`config.mk`:
```
export PLATFORM = sky130hd
export DESIGN_NAME = frame_sync_shutter_timing_unit
export DESIGN_NICKNAME = d
export VERILOG_FILES = /design/src/rtl/fsst_pkg.sv /design/src/rtl/frame_sync_shutter_timing_unit.sv /design/src/rtl/fsst_core.sv /design/src/rtl/fsst_rsp_buf.sv
export SDC_FILE = /design/constraint.sdc
export NUM_CORES = 1
export LEC_CHECK = 0
export BUFFER_PORTS_ARGS = -buffer_cell sky130_fd_sc_hd__buf_2
export CAP_MARGIN = 25
export CORE_MARGIN = 2
export CORE_UTILIZATION = 30
export CTS_BUF_LIST = sky130_fd_sc_hd__clkbuf_4
export DETAILED_ROUTE_END_ITERATION = 8
export GPL_TIMING_DRIVEN = 0
export PLACE_DENSITY = 0.52
export SLEW_MARGIN = 5
export SYNTH_ARGS = -nofsm -noshare
export SYNTH_HDL_FRONTEND = slang
export SYNTH_HIERARCHICAL = 1
export SYNTH_SLANG_ARGS = --single-unit
```
`constraint.sdc`:
```
create_clock -name clock -period 10 [get_ports clock]
set_clock_uncertainty 0.15 [all_clocks]
set_input_delay 1 -clock clock [delete_from_list [all_inputs] [get_ports clock]]
set_output_delay 1 -clock clock [all_outputs]
set_load 0.1 [all_outputs]
```
`src/rtl/fsst_pkg.sv`:
```
// shared types and constants for the frame sync and shutter timing unit
package fsst_pkg;

   // sensor sample width and the step count at which an armed offset forces opening
   localparam int SAMPLE_BITS  = 10;
   localparam int OFFSET_LIMIT = 128;

   localparam int OFFSET_BITS = 7;
   localparam int THRESH_BITS = 10;
   localparam int COUNT_BITS  = 16;
   localparam int CSR_IDX_BITS  = 3;
   localparam int CSR_DATA_BITS = 16;

   // offset counter wide enough to hold the limit itself
   localparam int OFS_CNT_BITS = $clog2(OFFSET_LIMIT + 1);

   localparam logic [SAMPLE_BITS-1:0] SAMPLE_MID = SAMPLE_BITS'(1 << (SAMPLE_BITS - 1));
   localparam logic [COUNT_BITS-1:0]  COUNT_MAX  = '1;

   typedef logic [CSR_IDX_BITS-1:0] csr_idx_type;

   // register indexes of the configuration port
   localparam csr_idx_type CSR_OFFSET_STEPS   = 3'd0;
   localparam csr_idx_type CSR_DIFF_THRESHOLD = 3'd1;
   localparam csr_idx_type CSR_LOW_TRIGGER    = 3'd2;
   localparam csr_idx_type CSR_MIN_STEPS      = 3'd3;
   localparam csr_idx_type CSR_OPEN_TIME      = 3'd4;
   localparam csr_idx_type CSR_SHUTTER_ENABLE = 3'd5;

   // item kinds
   localparam logic FUNC_STEP = 1'b0;
   localparam logic FUNC_TICK = 1'b1;

   typedef struct packed {
      logic [OFFSET_BITS-1:0] offset_steps;
      logic [THRESH_BITS-1:0] diff_threshold;
      logic [THRESH_BITS-1:0] low_trigger;
      logic [COUNT_BITS-1:0]  min_steps;
      logic [COUNT_BITS-1:0]  open_time;
      logic                   shutter_enable;
   } cfg_type;

   typedef struct packed {
      logic shutter_open;
      logic hole_seen;
      logic opened_now;
   } result_type;

endpackage

```
`src/rtl/frame_sync_shutter_timing_unit.sv`:
```
// top level of the frame sync and shutter timing unit
//
// Takes one transaction per cycle while the response queue has room: each
// request is a motor step with a sensor sample or a millisecond tick, and
// yields exactly one response with the shutter state, a hole-detected flag and
// an opened flag. The state update is combinational logic on the accepted
// request, and the response sits in a two-entry queue, so a request is taken
// whenever that queue has a free slot. Configuration writes are always taken,
// one per cycle, and must only be made while the unit is idle.
module frame_sync_shutter_timing_unit
   import fsst_pkg::*;
(
   input  logic                     clock,
   input  logic                     reset,
   input  logic                     req_valid,
   output logic                     req_ready,
   input  logic                     req_func,
   input  logic [SAMPLE_BITS-1:0]   req_sample,
   output logic                     rsp_valid,
   input  logic                     rsp_ready,
   output logic                     rsp_shutter_open,
   output logic                     rsp_hole_seen,
   output logic                     rsp_opened_now,
   input  logic                     csr_valid,
   output logic                     csr_ready,
   input  logic [CSR_IDX_BITS-1:0]  csr_index,
   input  logic [CSR_DATA_BITS-1:0] csr_wdata
);

   cfg_type    cfg_ff;
   result_type core_result;
   result_type buf_data;
   logic       buf_full;
   logic       accept;

   assign csr_ready = 1'b1;
   assign req_ready = !buf_full;
   assign accept    = req_valid && req_ready;

   // configuration registers
   always_ff @(posedge clock) begin
      if (reset) begin
         cfg_ff.offset_steps   <= '0;
         cfg_ff.diff_threshold <= THRESH_BITS'(100);
         cfg_ff.low_trigger    <= THRESH_BITS'(300);
         cfg_ff.min_steps      <= COUNT_BITS'(20);
         cfg_ff.open_time      <= COUNT_BITS'(20);
         cfg_ff.shutter_enable <= 1'b1;
      end else if (csr_valid && csr_ready) begin
         unique case (csr_index)
            CSR_OFFSET_STEPS:   cfg_ff.offset_steps   <= csr_wdata[OFFSET_BITS-1:0];
            CSR_DIFF_THRESHOLD: cfg_ff.diff_threshold <= csr_wdata[THRESH_BITS-1:0];
            CSR_LOW_TRIGGER:    cfg_ff.low_trigger    <= csr_wdata[THRESH_BITS-1:0];
            CSR_MIN_STEPS:      cfg_ff.min_steps      <= csr_wdata[COUNT_BITS-1:0];
            CSR_OPEN_TIME:      cfg_ff.open_time      <= csr_wdata[COUNT_BITS-1:0];
            CSR_SHUTTER_ENABLE: cfg_ff.shutter_enable <= csr_wdata[0];
            default: begin
            end
         endcase
      end
   end

   // state update
   fsst_core u_core (
      .clock  (clock),
      .reset  (reset),
      .accept (accept),
      .func   (req_func),
      .sample (req_sample),
      .cfg    (cfg_ff),
      .result (core_result)
   );

   // response queue
   fsst_rsp_buf u_rsp_buf (
      .clock     (clock),
      .reset     (reset),
      .push      (accept),
      .push_data (core_result),
      .full      (buf_full),
      .rsp_valid (rsp_valid),
      .rsp_ready (rsp_ready),
      .rsp_data  (buf_data)
   );

   assign rsp_shutter_open = buf_data.shutter_open;
   assign rsp_hole_seen    = buf_data.hole_seen;
   assign rsp_opened_now   = buf_data.opened_now;

endmodule

```
`src/rtl/fsst_core.sv`:
```
// per-item state update: hole detection, offset counter and open timer
module fsst_core
   import fsst_pkg::*;
(
   input  logic                   clock,
   input  logic                   reset,
   input  logic                   accept,
   input  logic                   func,
   input  logic [SAMPLE_BITS-1:0] sample,
   input  cfg_type                cfg,
   output result_type             result
);

   localparam int CMP_W = (SAMPLE_BITS > THRESH_BITS ? SAMPLE_BITS : THRESH_BITS) + 2;
   localparam int OFS_CMP_W = OFS_CNT_BITS > OFFSET_BITS ? OFS_CNT_BITS : OFFSET_BITS;

   logic [SAMPLE_BITS-1:0]  prev_sample_ff, prev_sample_in;
   logic [SAMPLE_BITS-1:0]  older_sample_ff, older_sample_in;
   logic [COUNT_BITS-1:0]   steps_ff, steps_in;
   logic                    sync_found_ff, sync_found_in;
   logic                    ofs_active_ff, ofs_active_in;
   logic [OFS_CNT_BITS-1:0] ofs_count_ff, ofs_count_in;
   logic                    is_open_ff, is_open_in;
   logic [COUNT_BITS-1:0]   elapsed_ff, elapsed_in;

   logic [COUNT_BITS-1:0]   steps_inc;
   logic [COUNT_BITS-1:0]   elapsed_inc;
   logic signed [CMP_W-1:0] diff;
   logic                    hole;
   logic                    arm;
   logic [OFS_CNT_BITS-1:0] ofs_before;
   logic [OFS_CNT_BITS-1:0] ofs_after;
   logic                    open_hit;

   // saturating counters
   assign steps_inc   = (steps_ff == COUNT_MAX) ? steps_ff : steps_ff + 1'b1;
   assign elapsed_inc = (elapsed_ff == COUNT_MAX) ? elapsed_ff : elapsed_ff + 1'b1;

   // hole detection on the two-step rise
   assign diff = $signed(CMP_W'(sample)) - $signed(CMP_W'(older_sample_ff));
   assign hole = (!sync_found_ff || (steps_inc > cfg.min_steps))
              && (diff >= $signed(CMP_W'(cfg.diff_threshold)))
              && (CMP_W'(older_sample_ff) < CMP_W'(cfg.low_trigger));

   // offset counter, restarted by a hole
   assign arm        = hole || ofs_active_ff;
   assign ofs_before = hole ? '0 : ofs_count_ff;
   assign ofs_after  = ofs_before + 1'b1;
   assign open_hit   = arm
      && (((OFS_CMP_W'(ofs_before) == OFS_CMP_W'(cfg.offset_steps)) && cfg.shutter_enable)
          || (ofs_after == OFS_CNT_BITS'(OFFSET_LIMIT)));

   // next state and result
   always_comb begin
      prev_sample_in  = prev_sample_ff;
      older_sample_in = older_sample_ff;
      steps_in        = steps_ff;
      sync_found_in   = sync_found_ff;
      ofs_active_in   = ofs_active_ff;
      ofs_count_in    = ofs_count_ff;
      is_open_in      = is_open_ff;
      elapsed_in      = elapsed_ff;
      result.hole_seen  = 1'b0;
      result.opened_now = 1'b0;
      if (is_open_ff) begin
         if (func == FUNC_TICK) begin
            elapsed_in = elapsed_inc;
            if (elapsed_inc >= cfg.open_time) begin
               is_open_in = 1'b0;
            end
         end
      end else if (func == FUNC_STEP) begin
         steps_in        = steps_inc;
         older_sample_in = prev_sample_ff;
         prev_sample_in  = sample;
         result.hole_seen = hole;
         if (arm) begin
            ofs_active_in = 1'b1;
            ofs_count_in  = ofs_after;
         end
         if (open_hit) begin
            ofs_active_in = 1'b0;
            ofs_count_in  = '0;
            steps_in      = '0;
            sync_found_in = 1'b1;
            is_open_in    = 1'b1;
            elapsed_in    = '0;
            result.opened_now = 1'b1;
         end
      end
      result.shutter_open = is_open_in;
   end

   // state registers
   always_ff @(posedge clock) begin
      if (reset) begin
         prev_sample_ff  <= SAMPLE_MID;
         older_sample_ff <= SAMPLE_MID;
         steps_ff        <= '0;
         sync_found_ff   <= 1'b0;
         ofs_active_ff   <= 1'b0;
         ofs_count_ff    <= '0;
         is_open_ff      <= 1'b0;
         elapsed_ff      <= '0;
      end else if (accept) begin
         prev_sample_ff  <= prev_sample_in;
         older_sample_ff <= older_sample_in;
         steps_ff        <= steps_in;
         sync_found_ff   <= sync_found_in;
         ofs_active_ff   <= ofs_active_in;
         ofs_count_ff    <= ofs_count_in;
         is_open_ff      <= is_open_in;
         elapsed_ff      <= elapsed_in;
      end
   end

   // offset counter only runs while the shutter is closed
   assert property (@(posedge clock) disable iff (reset) ofs_active_ff |-> !is_open_ff)
      else $error("offset counter armed while shutter open");

   // an opening transaction leaves the shutter open and the counter idle
   assert property (@(posedge clock) disable iff (reset)
      (accept && result.opened_now) |=> (is_open_ff && !ofs_active_ff && steps_ff == '0))
      else $error("opening did not update state");

   // the counter never passes the forced-open limit
   assert property (@(posedge clock) disable iff (reset)
      ofs_active_ff |-> (ofs_count_ff < OFS_CNT_BITS'(OFFSET_LIMIT)))
      else $error("offset counter beyond limit");

endmodule

```
`src/rtl/fsst_rsp_buf.sv`:
```
// two-entry result queue between the update logic and the response channel
module fsst_rsp_buf
   import fsst_pkg::*;
(
   input  logic       clock,
   input  logic       reset,
   input  logic       push,
   input  result_type push_data,
   output logic       full,
   output logic       rsp_valid,
   input  logic       rsp_ready,
   output result_type rsp_data
);

   logic [1:0] count_ff, count_in;
   result_type head_ff, head_in;
   result_type tail_ff, tail_in;
   logic       pop;

   assign pop       = rsp_valid && rsp_ready;
   assign rsp_valid = (count_ff != 2'd0);
   assign full      = (count_ff == 2'd2);
   assign rsp_data  = head_ff;

   // queue update
   always_comb begin
      count_in = count_ff;
      head_in  = head_ff;
      tail_in  = tail_ff;
      unique case ({push, pop})
         2'b10: begin
            count_in = count_ff + 2'd1;
            if (count_ff == 2'd0) begin
               head_in = push_data;
            end else begin
               tail_in = push_data;
            end
         end
         2'b01: begin
            count_in = count_ff - 2'd1;
            head_in  = tail_ff;
         end
         2'b11: begin
            if (count_ff == 2'd1) begin
               head_in = push_data;
            end else begin
               head_in = tail_ff;
               tail_in = push_data;
            end
         end
         default: begin
         end
      endcase
   end

   always_ff @(posedge clock) begin
      if (reset) begin
         count_ff <= '0;
      end else begin
         count_ff <= count_in;
      end
      head_ff <= head_in;
      tail_ff <= tail_in;
   end

   assert property (@(posedge clock) disable iff (reset) count_ff != 2'd3)
      else $error("result queue count out of range");

   assert property (@(posedge clock) disable iff (reset) full |-> !push)
      else $error("push into full result queue");

   assert property (@(posedge clock) disable iff (reset)
      (push && count_ff == 2'd0) |=> (rsp_data == $past(push_data)))
      else $error("result queue lost the head entry");

endmodule

```
; ---- After elaboration in Yosys (flattened, before gate mapping)
; Cells that the tools add are included.
[op_classes]
n_mux = 26
magnitude_cmp = 4
reduce_logical = 31
n_bitwise = 2
add_sub_neg = 6
n_eq_ne = 19
[op_table]
columns = cell, n
row1 = 2-to-1 mux 16 bit, 7
row2 = adder 16 x 1 -> 16 bit (second input constant), 2
row3 = equality test 16 bit (second input constant), 2
row4 = 2-to-1 mux 8 bit, 3
row5 = greater-or-equal comparator 16 bit, 1
row6 = > comparator 16 bit, 1
row7 = AND reduction 2 bit, 7
row8 = greater-or-equal comparator 12 x 11 -> 1 bit, 1
row9 = 2-to-1 mux 3 bit, 4
row10 = AND reduction 4 bit, 3
row11 = subtractor 10 x 10 -> 11 bit, 1
row12 = less-than comparator 10 bit, 1
row13 = nonzero test 2 bit, 5
row14 = case mux 3 bit (3 select lines), 1
row15 = adder 8 x 1 -> 8 bit (second input constant), 1
row16 = equality test 8 x 7 -> 1 bit, 1
row17 = equality test 8 bit (second input constant), 1
row18 = 2-to-1 mux 1 bit, 7
row19 = equality test 2 bit (second input constant), 3
row20 = equality test 3 x 2 -> 1 bit (second input constant), 2
row21 = equality test 3 bit (second input constant), 2
row22 = logical AND 1 bit, 6
row23 = != test 2 bit (second input constant), 3
row24 = case mux 3 bit (2 select lines), 1
row25 = 14 further kinds, 22
[totals]
out_inout_bits = 6
inputBits = 35
regBits = 131
wordCells = 109

; ---- Longest topological paths before layout
; Gate-level depths: netlist of run 1.
[depth]
depth_word = 16
depth_mapped = 30
ltp_nobuf = 29

; ---- Modules after synthesis
; Netlist of run 1, hierarchy kept.
[by_module_without_submodules]
columns = module, n_inst, seq_area_each_um2, cells_each, area_each_um2
row1 = fsst_core, 1, 1261.2, 682, 5134.9
row2 = frame_sync_shutter_timing_unit, 1, 1201.2, 230, 2446.1
row3 = fsst_rsp_buf, 1, 220.2, 47, 493.0

; ---- Worst setup path after synthesis of run 1
; No wires, ideal clock.
[synth_path]
path_type = input -> register
from = input req_sample[1]
to = register u_rsp_buf.head_ff (netlist bit u_rsp_buf/rsp_data[2]) (data pin)
required_time_ps = 9593
setup_ps = 257
slack_ps = 4434
t_arrival_ps = 5159
path_buffers = 1
cell_stages = 27
path_cell_list = ha_1 a21oi_1 o21ai_0 a21o_1 a21o_1 a21o_1 a21oi_1 mux2i_1 nand3b_1 ha_1 o2111ai_1 o21ai_1 nand4_1 nor2_2 nor2_1 ha_1 nand4_1 a21oi_1 o21ai_0 a21oi_2 or2_2 nor2_1 o21ai_0 buf_4 mux2_2 nand2_1 nand2_1
[synth_lines]
columns = element, line
row1 = "start, declared", frame_sync_shutter_timing_unit.sv:18  ; input logic [SAMPLE_BITS-1:0] req_sample,
row2 = "end signal, assigned", fsst_rsp_buf.sv:62  ; head_ff <= head_in;
row3 = "end, declared", fsst_rsp_buf.sv:16  ; result_type head_ff, head_in;

==> results.sh, run 1 <==
export IMPL_grtUsageTotal_pct=15.32
export IMPL_cts_resized_gates=0
export IMPL_switchingPower_mw=0.4461
export IMPL_ys_warn_count=6
export IMPL_comb_power_share_pct=24.8
export IMPL_port_buffers=39
export IMPL_cts_tree="built"
export IMPL_grt_pass1_wl_um=34080
export IMPL_drc_errors=0
export IMPL_routed_wl_um=20880
export IMPL_cell_internal_pwr_mw=0.8026
export IMPL_final_cells=1371
export IMPL_vias=6690
export IMPL_swShare_pct=35.72
export IMPL_worst_ep_arrival_time_ns=6.56
export IMPL_die_h_um=168.1
export IMPL_drt_initial_drc_count=317
export IMPL_syn_area_um2=8074
export IMPL_hp_class="flip-flop to flip-flop"
export IMPL_die_x_um=168.1
export IMPL_status="finished, final reports clean"
export IMPL_fmax_ghz=0.1570
export IMPL_cp_end_kind="flip-flop"
export IMPL_die_area_um2=28240
export IMPL_grt_pass1_vias=6395
export IMPL_placementRows=60
export IMPL_syn_inst=959
export IMPL_clkPwrFrac_pct=29.1
export IMPL_drive_above_1_share_pct=10.11
export IMPL_finalSetupTns_ns=0
export IMPL_yosysSeqAreaShare_pct=33.22
export IMPL_path_class="flip-flop to flip-flop"
export IMPL_post_synth_num_cell_types=76
export IMPL_final_common_cell="dfxtp_1"
export IMPL_period_minus_slack_ns=6.369
export IMPL_gp_congestion=0.7962
export IMPL_power_share_sequential_pct=46.1
export IMPL_cts_sinks=131
export IMPL_ctsHoldBuffers=0
export IMPL_n_fill_cell=2824
export IMPL_path_clk_slew_ns=0.12
export IMPL_initial_core_util_pct=30.30
export IMPL_fin_crit_sh_pct=63.69
export IMPL_ys_ff_latch=131
export IMPL_layout_setup_ws_ns=3.631
export IMPL_synth_flop_cell="dfxtp_1"
export IMPL_pre_cts_slack_ns=3.644
export IMPL_ant_nets=0
export IMPL_dpl_cell_count=1339
export IMPL_postSynthAreaPerCell_um2=8.419
export IMPL_grt_max_degree=17
export IMPL_power_density_nw_per_um2=139.4
export IMPL_syn_nets=1067
export IMPL_cts_buffers=17
export IMPL_wl_per_cell_um=15.23
export IMPL_regToRegSetupSlack_ns=3.63
export IMPL_max_slew_margin_pct=46.94
export IMPL_async_flop_share_pct=0
export IMPL_final_cell_mix="125 x dfxtp_1, 87 x inv_1, 81 x nand2_1, 75 x nand2b_1, 72 x ha_1"
export IMPL_power_leakage_nw=3.690
export IMPL_synth_edf_count=6
export IMPL_slowest_stage="nor3_1"
export IMPL_core_area_um2=26650
export IMPL_rsz0062_at_grt="no"
export IMPL_clk_latency_ns=0.58
export IMPL_antenna_found_initial=1
export IMPL_startpoint_type="flip-flop"
export IMPL_first_pass_iters=5
export IMPL_hold_viol=0
export IMPL_tightest_slew_ns=0.7942
export IMPL_io_pins=41
export IMPL_htreeDepth=4
export IMPL_maxCapViolCount=0
export IMPL_nNetsFinal=1125
export IMPL_dpl_hpwl_um=15940
export IMPL_slowest_delay_ns=0.44
export IMPL_cp_required_ns=10.19
export IMPL_worst_ir_drop_vdd_mv=0.06812
export IMPL_gr_total_overflow=0
export IMPL_drv_slew=0
export IMPL_post_cts_buffers=0
export IMPL_root_buffer="clkbuf_4"
export IMPL_setup_viol=0
export IMPL_syn2layout_area_growth_pct=10.94
export IMPL_clockBufferDepth=2
export IMPL_viasPerCell=4.880
export IMPL_path_max_fanout=10
-- through the flow --
| step | util (%) | hold slack [ns] | power, mW | area (um^2) |
|---|---|---|---|---|
| floorplan | - | 0.2821 | 0.8266 | 8074 |
| finish | 33.61 | 0.3011 | 1.249 | 8957 |
| detailed placement | 32.63 | 0.2937 | 0.8998 | 8696 |
| global route | 33.61 | 0.3269 | 1.320 | 8957 |
| global placement | 32.63 | 0.2901 | 0.8972 | 8696 |
| CTS | 33.60 | 0.3051 | 1.262 | 8955 |
-- cells by family (layout without fill, tap and decap cells) --
logic type,after synthesis,in the layout,synth area share [%]
compound gates,176,176,13.81
mux,69,69,8.663
simple gates,347,347,22.86
xor+xnor,30,30,3.347
other cells,1,2,0.04645
flops,131,131,33.22
buf+inv,132,202,6.648
fa+ha+maj,73,73,11.41
-- metal layers --
layer	global-route usage, %	share of wire, %
met1	21.12	51
met2	24.83	46
met3	2.703	2.6
met4	3.936	0.93
met5	0	0
-- final timing paths --
path / start / endpoint / depth (start not counted)
hold / removal: u_core/prev_sample_ff[2] / u_core/older_sample_ff[2] / 2
hold reg to reg: u_core/prev_sample_ff[2] / u_core/older_sample_ff[2] / 2
setup / recovery: u_core/steps_ff[5] / u_rsp_buf/rsp_data[2] / 28
setup reg to reg: u_core/steps_ff[5] / u_rsp_buf/rsp_data[2] / 28
-- cell usage after synthesis (4+ instances only) --
| library cell | count | share of area [%] |
|---|---|---|
| nand4_1 | 13 | 1.0 |
| xnor2_1 | 20 | 2.2 |
| a21oi_1 | 65 | 4.0 |
| dfxtp_1 | 125 | 31 |
| nor2_1 | 57 | 2.6 |
| inv_1 | 87 | 4.0 |
| edfxtp_1 | 6 | 2.2 |
| nor4_1 | 5 | 0.39 |
| o21ai_1 | 6 | 0.37 |
| a21o_1 | 13 | 1.2 |
| a211oi_1 | 5 | 0.46 |
| nand3_1 | 51 | 3.2 |
| or3_1 | 4 | 0.31 |
| nand2_1 | 81 | 3.8 |
| nor3_1 | 11 | 0.68 |
| buf_2 | 8 | 0.50 |
| and3_1 | 10 | 0.77 |
| a31oi_1 | 18 | 1.4 |
| xor2_1 | 9 | 0.98 |
| o21ai_0 | 19 | 1.2 |
| nor2b_1 | 9 | 0.70 |
| nand2b_1 | 75 | 5.8 |
| mux2i_1 | 62 | 7.7 |
| mux2_2 | 7 | 0.98 |
| a22o_1 | 8 | 0.87 |
| a41oi_1 | 5 | 0.54 |
| nand4b_1 | 5 | 0.54 |
| o21a_1 | 7 | 0.65 |
| buf_4 | 6 | 0.56 |
| ha_1 | 72 | 11 |
| clkbuf_1 | 27 | 1.3 |
| a22oi_1 | 5 | 0.46 |
-- final cells by class --
class / instances / area, um^2 / area share (%)
repair buffers: 39 / 195.2 / 2.179
plain buffers: 45 / 210.2 / 2.347
clock buffers: 19 / 142.6 / 1.592
diodes: 1 / 2.502 / 0.02794
multi-input cells: 696 / 4855 / 54.20
inverters: 87 / 326.6 / 3.646
well taps: 341 / 426.7 / 4.763
flip-flops and latches: 131 / 2683 / 29.95
clock inverters: 12 / 116.4 / 1.299
-- power by group through the flow --
stage	Combinational [mW]	Sequential, mW	Clock, mW
6_report	0.310	0.576	0.363
5_1_grt	0.344	0.579	0.397
4_1_cts	0.314	0.576	0.373
3_5_place_dp	0.312	0.588	0
3_3_place_gp	0.310	0.587	0
2_1_floorplan	0.198	0.629	0
-- state kept, by name, summed over array words and instances (netlist names), 2 cells and up --
| name | flops |
|---|---|
| u_rsp_buf/rsp_data | 3 |
| u_core/older_sample_ff | 10 |
| u_rsp_buf/count_ff | 2 |
| u_rsp_buf/tail_ff | 3 |
| u_core/prev_sample_ff | 10 |
| cfg_ff | 60 |
| u_core/ofs_count_ff | 8 |
| u_core/steps_ff | 16 |
| u_core/elapsed_ff | 16 |
-- critical path: cells and delay by family, from the launching register on --
family / cells / cell delay [ns]
AND/OR/NAND/NOR: 15 / 3.09
AO/OA/AOI/OAI: 6 / 1.03
flip-flops: 1 / 0.33
adder cells (fa/ha/maj): 2 / 0.57
multiplexers: 1 / 0.26
buffers and inverters: 3 / 0.61
XOR/XNOR: 1 / 0.11
No activity file was read; power rests on OpenSTA's default activity.
==> inputs of run 2 (changes only) <==
==> constraint.sdc (replaced) <==
create_clock -name clock -period 6.1 [get_ports clock]
set_clock_uncertainty 0.15 [all_clocks]
set_input_delay 0.61 -clock clock [delete_from_list [all_inputs] [get_ports clock]]
set_output_delay 0.61 -clock clock [all_outputs]
set_load 0.1 [all_outputs]
==> results.sh, run 2 (synthesized netlist as in run 1, its figures left out) <==
export IMPL_vias=6681
export IMPL_drt_initial_drc_count=351
export IMPL_setup_viol=0
export IMPL_grtUsageTotal_pct=15.32
export IMPL_drv_slew=0
export IMPL_startpoint_type="flip-flop"
export IMPL_cp_end_kind="flip-flop"
export IMPL_grt_max_degree=17
export IMPL_final_cell_mix="125 x dfxtp_1, 87 x inv_1, 81 x nand2_1, 75 x nand2b_1, 71 x ha_1"
export IMPL_path_max_fanout=10
export IMPL_placementRows=60
export IMPL_power_leakage_nw=3.726
export IMPL_p_total_mw=2.052
export IMPL_cts_sinks=131
export IMPL_cts_tree="built"
export IMPL_die_h_um=168.1
export IMPL_cts_buffers=17
export IMPL_viasPerCell=4.859
export IMPL_drive_above_1_share_pct=11.04
export IMPL_antenna_found_initial=1
export IMPL_routed_wl_um=20900
export IMPL_first_pass_iters=5
export IMPL_ctsHoldBuffers=0
export IMPL_final_common_cell="dfxtp_1"
export IMPL_final_cell_area_um2=9027
export IMPL_initial_core_util_pct=30.30
export IMPL_gp_congestion=0.7962
export IMPL_status="finished, final reports clean"
export IMPL_n_fill_cell=2816
export IMPL_wl_per_cell_um=15.20
export IMPL_fin_crit_sh_pct=93.15
export IMPL_drc_errors=0
export IMPL_root_buffer="clkbuf_4"
export IMPL_dpl_hpwl_um=15940
export IMPL_power_density_nw_per_um2=227.3
export IMPL_htreeDepth=4
export IMPL_grt_pass1_vias=6406
export IMPL_ant_nets=0
export IMPL_top_register="cfg_ff"
export IMPL_port_buffers=39
export IMPL_core_area_um2=26650
export IMPL_io_pins=41
export IMPL_die_area_um2=28240
export IMPL_gr_total_overflow=0
export IMPL_clk_latency_ns=0.58
export IMPL_layout_setup_ws_ns=0.4176
export IMPL_worst_ir_drop_vdd_mv=0.1117
export IMPL_worst_ep_arrival_time_ns=5.87
export IMPL_slowest_delay_ns=0.35
export IMPL_grt_pass1_wl_um=34080
export IMPL_hp_class="input port to flip-flop"
export IMPL_die_x_um=168.1
export IMPL_period_minus_slack_ns=5.682
export IMPL_syn2layout_area_growth_pct=11.81
export IMPL_tightest_slew_ns=0.7940
export IMPL_slowest_stage="or2_2"
export IMPL_nNetsFinal=1129
export IMPL_reg_largest_list="cfg_ff (60), u_core/elapsed_ff (16), u_core/steps_ff (16)"
export IMPL_path_clk_slew_ns=0.12
export IMPL_pre_cts_slack_ns=-0.1777
export IMPL_max_slew_margin_pct=46.96
export IMPL_path_class="flip-flop to flip-flop"
export IMPL_maxCapViolCount=0
export IMPL_hold_viol=0
export IMPL_fmax_ghz=0.1760
export IMPL_largest_reg_flops=60
export IMPL_placed_area_um2=8696
export IMPL_cp_required_ns=6.29
export IMPL_clockBufferDepth=2
-- run 2: cell count changes in the layout (fill, tap and decap cells not counted), sizes merged --
| cell | delta |
|---|---|
| buf | +4 |
-- run 2: timing repair --
action,4_1_cts,5_1_grt
resized for setup,2,9
endpoints found under the setup margin,11,29
pin swaps,1,3
buffers inserted,2,2
-- run 2: per-stage QoR --
| stage | TNS [ns] | cells | hold slack, ns | utilization, % |
|---|---|---|---|---|
| floorplan | 0 | 959 | 0.2821 | - |
| global placement | -0.1491 | 1339 | 0.2901 | 32.63 |
| detailed placement | -0.2004 | 1339 | 0.2937 | 32.63 |
| CTS | 0 | 1372 | 0.1036 | 33.69 |
| global route | -0.01034 | 1375 | 0.1079 | 33.87 |
| finish | 0 | 1375 | 0.1386 | 33.87 |
-- run 2: power by group --
group	total [mW]	internal [mW]	switching, mW
combinational	0.512	0.161	0.352
clock	0.595	0.243	0.353
sequential	0.944	0.915	0.0288
-- run 2: final timing paths --
check	slack, ns	depth (start not counted)	end	from
min	0.14	3	u_core/prev_sample_ff[5]	req_sample[5]
max	0.42	28	u_rsp_buf/rsp_data[2]	u_core/steps_ff[5]
max reg2reg	0.42	28	u_rsp_buf/rsp_data[2]	u_core/steps_ff[5]
min reg2reg	0.31	2	u_core/older_sample_ff[8]	u_core/prev_sample_ff[8]
-- run 2: layout make-up --
cell class,instances,area (um^2),area share [%]
Inverter,87,326.6,3.617
Buffer,45,211.5,2.342
Antenna cell,1,2.502,0.02772
Timing Repair Buffer,43,225.2,2.495
Clock inverter,12,116.4,1.289
Clock buffer,19,142.6,1.580
Multi-Input combinational cell,696,4893,54.21
Tap cell,341,426.7,4.726
Sequential cell,131,2683,29.72
-- run 2: critical path: cells and delay by family (launching register included) --
family / cells / cell delay [ns]
simple gates: 15 / 2.64
compound gates: 6 / 0.88
buf+inv: 3 / 0.57
fa+ha+maj: 2 / 0.51
flops: 1 / 0.33
mux: 1 / 0.26
xor+xnor: 1 / 0.11
-- run 2: layer usage --
metal | wire, um | global-route usage (%)
met1 | 10540 | 21.10
met2 | 9557 | 24.85
met3 | 610 | 2.703
met4 | 194 | 3.936
met5 | 0 | 0
==> inputs of run 3 (changes only) <==
--- a/config.mk
+++ b/config.mk
@@ -5,6 +5,7 @@
 export SDC_FILE = /design/constraint.sdc
 export NUM_CORES = 1
 export LEC_CHECK = 0
+export ABC_AREA = 1
 export BUFFER_PORTS_ARGS = -buffer_cell sky130_fd_sc_hd__buf_2
 export CAP_MARGIN = 25
 export CORE_MARGIN = 2
==> results.sh, run 3 <==
export IMPL_r2r_end="u_core/steps_ff[5]"
export IMPL_slowest_delay_ns=0.38
export IMPL_drv_slew=0
export IMPL_max_slew_margin_pct=56.10
export IMPL_routed_wl_um=21440
export IMPL_viasPerCell=4.564
export IMPL_final_common_cell="nand2_1"
export IMPL_grt_max_degree=17
export IMPL_ant_nets=0
export IMPL_initial_core_util_pct=30.41
export IMPL_clkPwrFrac_pct=28.9
export IMPL_setup_viol=0
export IMPL_vias=7522
export IMPL_postSynthAreaPerCell_um2=6.618
export IMPL_port_buffers=39
export IMPL_io_pins=41
export IMPL_synth_top_area_cell="dfxtp_1"
export IMPL_cts_tree="built"
export IMPL_largest_reg_flops=60
export IMPL_dpl_hpwl_um=16860
export IMPL_hold_viol=0
export IMPL_synth_edf_count=6
export IMPL_status="finished, final reports clean"
export IMPL_top_register="cfg_ff"
export IMPL_r2r_cells=37
export IMPL_synth_commonest_cells="295 x nand2_1, 191 x nor2_1, 179 x inv_1, 125 x dfxtp_1, 110 x nand3_1"
export IMPL_fmax_ghz=0.1881
export IMPL_rr_startpoint="u_core/steps_ff[0]"
export IMPL_cell_internal_pwr_mw=1.471
export IMPL_synth_area_leaders="dfxtp_1 31%, nand2_1 14%, ha_1 11%"
export IMPL_path_clk_slew_ns=0.14
export IMPL_ctsHoldBuffers=0
export IMPL_final_cell_mix="295 x nand2_1, 191 x nor2_1, 179 x inv_1, 125 x dfxtp_1, 110 x nand3_1"
export IMPL_comb_power_share_pct=31.0
export IMPL_startpoint_type="flip-flop"
export IMPL_clockBufferDepth=2
export IMPL_power_leakage_nw=4.204
export IMPL_final_cells=1648
export IMPL_worst_ep_arrival_time_ns=5.67
export IMPL_syn_inst=1235
export IMPL_finalSetupTns_ns=0
export IMPL_yosysMostFrequentCell="nand2_1"
export IMPL_cp_end_kind="flip-flop"
export IMPL_grt_pass1_wl_um=34830
export IMPL_reg_largest_list="cfg_ff (60), u_core/elapsed_ff (16), u_core/steps_ff (16)"
export IMPL_drive_above_1_share_pct=9.035
export IMPL_die_area_um2=28580
export IMPL_drc_errors=0
export IMPL_gp_congestion=0.8206
export IMPL_tightest_slew_ns=0.6586
export IMPL_crit_end="u_core/steps_ff[5]"
export IMPL_path_max_fanout=10
export IMPL_cts_sinks=131
export IMPL_yosysSeqAreaShare_pct=32.82
export IMPL_dpl_cell_count=1615
export IMPL_final_cell_area_um2=9144
export IMPL_antenna_found_initial=1
export IMPL_switchingPower_mw=0.9687
export IMPL_post_synth_num_cell_types=42
export IMPL_core_area_um2=26880
export IMPL_synth_top_area_share_pct=30.62
export IMPL_grtUsageTotal_pct=15.55
export IMPL_syn_area_um2=8173
export IMPL_swShare_pct=39.70
export IMPL_power_share_sequential_pct=40.1
export IMPL_power_density_nw_per_um2=266.8
export IMPL_fin_util_pct=34.02
export IMPL_placed_area_um2=8795
export IMPL_cp_common_cell="nand2_1"
export IMPL_period_minus_slack_ns=5.317
export IMPL_ys_warn_count=6
export IMPL_rsz0062_at_grt="no"
export IMPL_path_class="flip-flop to flip-flop"
export IMPL_path_buf_inv=9
export IMPL_post_cts_buffers=0
export IMPL_p_total_mw=2.440
export IMPL_syn2layout_area_growth_pct=11.88
export IMPL_worst_ir_drop_vdd_mv=0.1505
export IMPL_placementRows=60
export IMPL_cts_buffers=17
export IMPL_clk_latency_ns=0.57
export IMPL_syn_nets=1343
export IMPL_first_pass_iters=5
export IMPL_slowest_stage="dfxtp_1"
export IMPL_fin_crit_sh_pct=87.17
export IMPL_async_flop_share_pct=0
export IMPL_ys_ff_latch=131
export IMPL_die_h_um=169.1
export IMPL_regToRegSetupSlack_ns=0.78
export IMPL_cp_required_ns=6.45
export IMPL_gr_total_overflow=0
export IMPL_startpoint="u_core/steps_ff[0]"
export IMPL_die_x_um=169.1
export IMPL_worst_path_dominant_cell_family="simple AND/OR/NAND/NOR gates"
export IMPL_synth_flop_cell="dfxtp_1"
export IMPL_hp_class="input port to flip-flop"
export IMPL_maxCapViolCount=0
export IMPL_nNetsFinal=1401
export IMPL_wl_per_cell_um=13.01
export IMPL_grt_pass1_vias=6892
export IMPL_root_buffer="clkbuf_4"
export IMPL_htreeDepth=4
export IMPL_drt_initial_drc_count=502
export IMPL_crit_cells=37
## run 3: timing repair
| item | in CTS | in global routing |
|---|---|---|
| endpoints found under the setup margin | 0 | 34 |
| endpoints found under the hold margin | 0 | 0 |
| resized for setup | 0 | 3 |
## run 3: final cells by class
class | instances | area [um^2]
fillers | 3002 | 17730
plain buffers | 38 | 210.2
flip-flops and latches | 131 | 2683
repair buffers | 39 | 195.2
inverters | 188 | 705.7
multi-input cells | 878 | 4587
clock buffers | 17 | 127.6
clock inverters | 15 | 206.4
diodes | 1 | 2.502
well taps | 341 | 426.7
## run 3: power groups by stage
| stage | registers, mW | logic (mW) | clock network, mW |
|---|---|---|---|
| 6_report | 0.977 | 0.757 | 0.706 |
| 3_3_place_gp | 0.996 | 0.748 | 0 |
| 5_1_grt | 0.987 | 0.854 | 0.775 |
| 4_1_cts | 0.978 | 0.764 | 0.731 |
| 3_5_place_dp | 0.997 | 0.761 | 0 |
| 2_1_floorplan | 1.06 | 0.512 | 0 |
## run 3: worst min path at each step
stage / slack [ns] / endpoint / startpoint / cells after the start
after detailed placement: 0.29 / cfg_ff[21] / cfg_ff[21] / 2
final: 0.11 / u_rsp_buf/count_ff[0] / reset / 2
after global placement: 0.29 / u_core/prev_sample_ff[9] / u_core/prev_sample_ff[9] / 2
after global routing: 0.07 / u_rsp_buf/count_ff[0] / reset / 2
after CTS: 0.06 / u_rsp_buf/count_ff[0] / reset / 2
after floorplan: 0.28 / cfg_ff[19] / cfg_ff[19] / 2
## run 3: cell families (layout without fill, tap and decap cells)
logic type               after synthesis  in the layout  synth area share (%)
flip-flops                           131            131                 32.82
adder cells (fa/ha/maj)               73             73                 11.27
AO/OA/AOI/OAI                        125            125                 8.221
other                                  1              2               0.04588
buffers and inverters                226            297                 11.18
AND/OR/NAND/NOR                      653            653                 33.68
XOR/XNOR                              26             26                 2.786
## run 3: worst register-to-register path, delay by kind of cell, from the launching register on
kind | cells | cell delay (ns)
and+or+nand+nor | 20 | 2.29
buffers and inverters | 9 | 1.11
adders and majority gates | 3 | 0.64
DFF | 1 | 0.38
AOI/OAI and AO/OA | 3 | 0.36
xor gates and xnor gates | 2 | 0.31
## run 3: metrics by stage
| stage | hold WS, ns | setup slack [ns] |
|---|---|---|
| floorplan | 0.2789 | 1.549 |
| global placement | 0.2876 | 0.5731 |
| detailed placement | 0.2936 | 0.6093 |
| CTS | 0.06301 | 0.5407 |
| global route | 0.07020 | 0.1087 |
| finish | 0.1132 | 0.7828 |
## run 3: layer usage
metal | vias to the layer above | wire length, um | global-route usage, %
met5 | - | 0 | 0
met4 | 0 | 371 | 4.311
met3 | 20 | 765 | 2.993
met2 | 105 | 9461 | 24.70
met1 | 3386 | 10840 | 21.55
li1 | 4011 | - | -
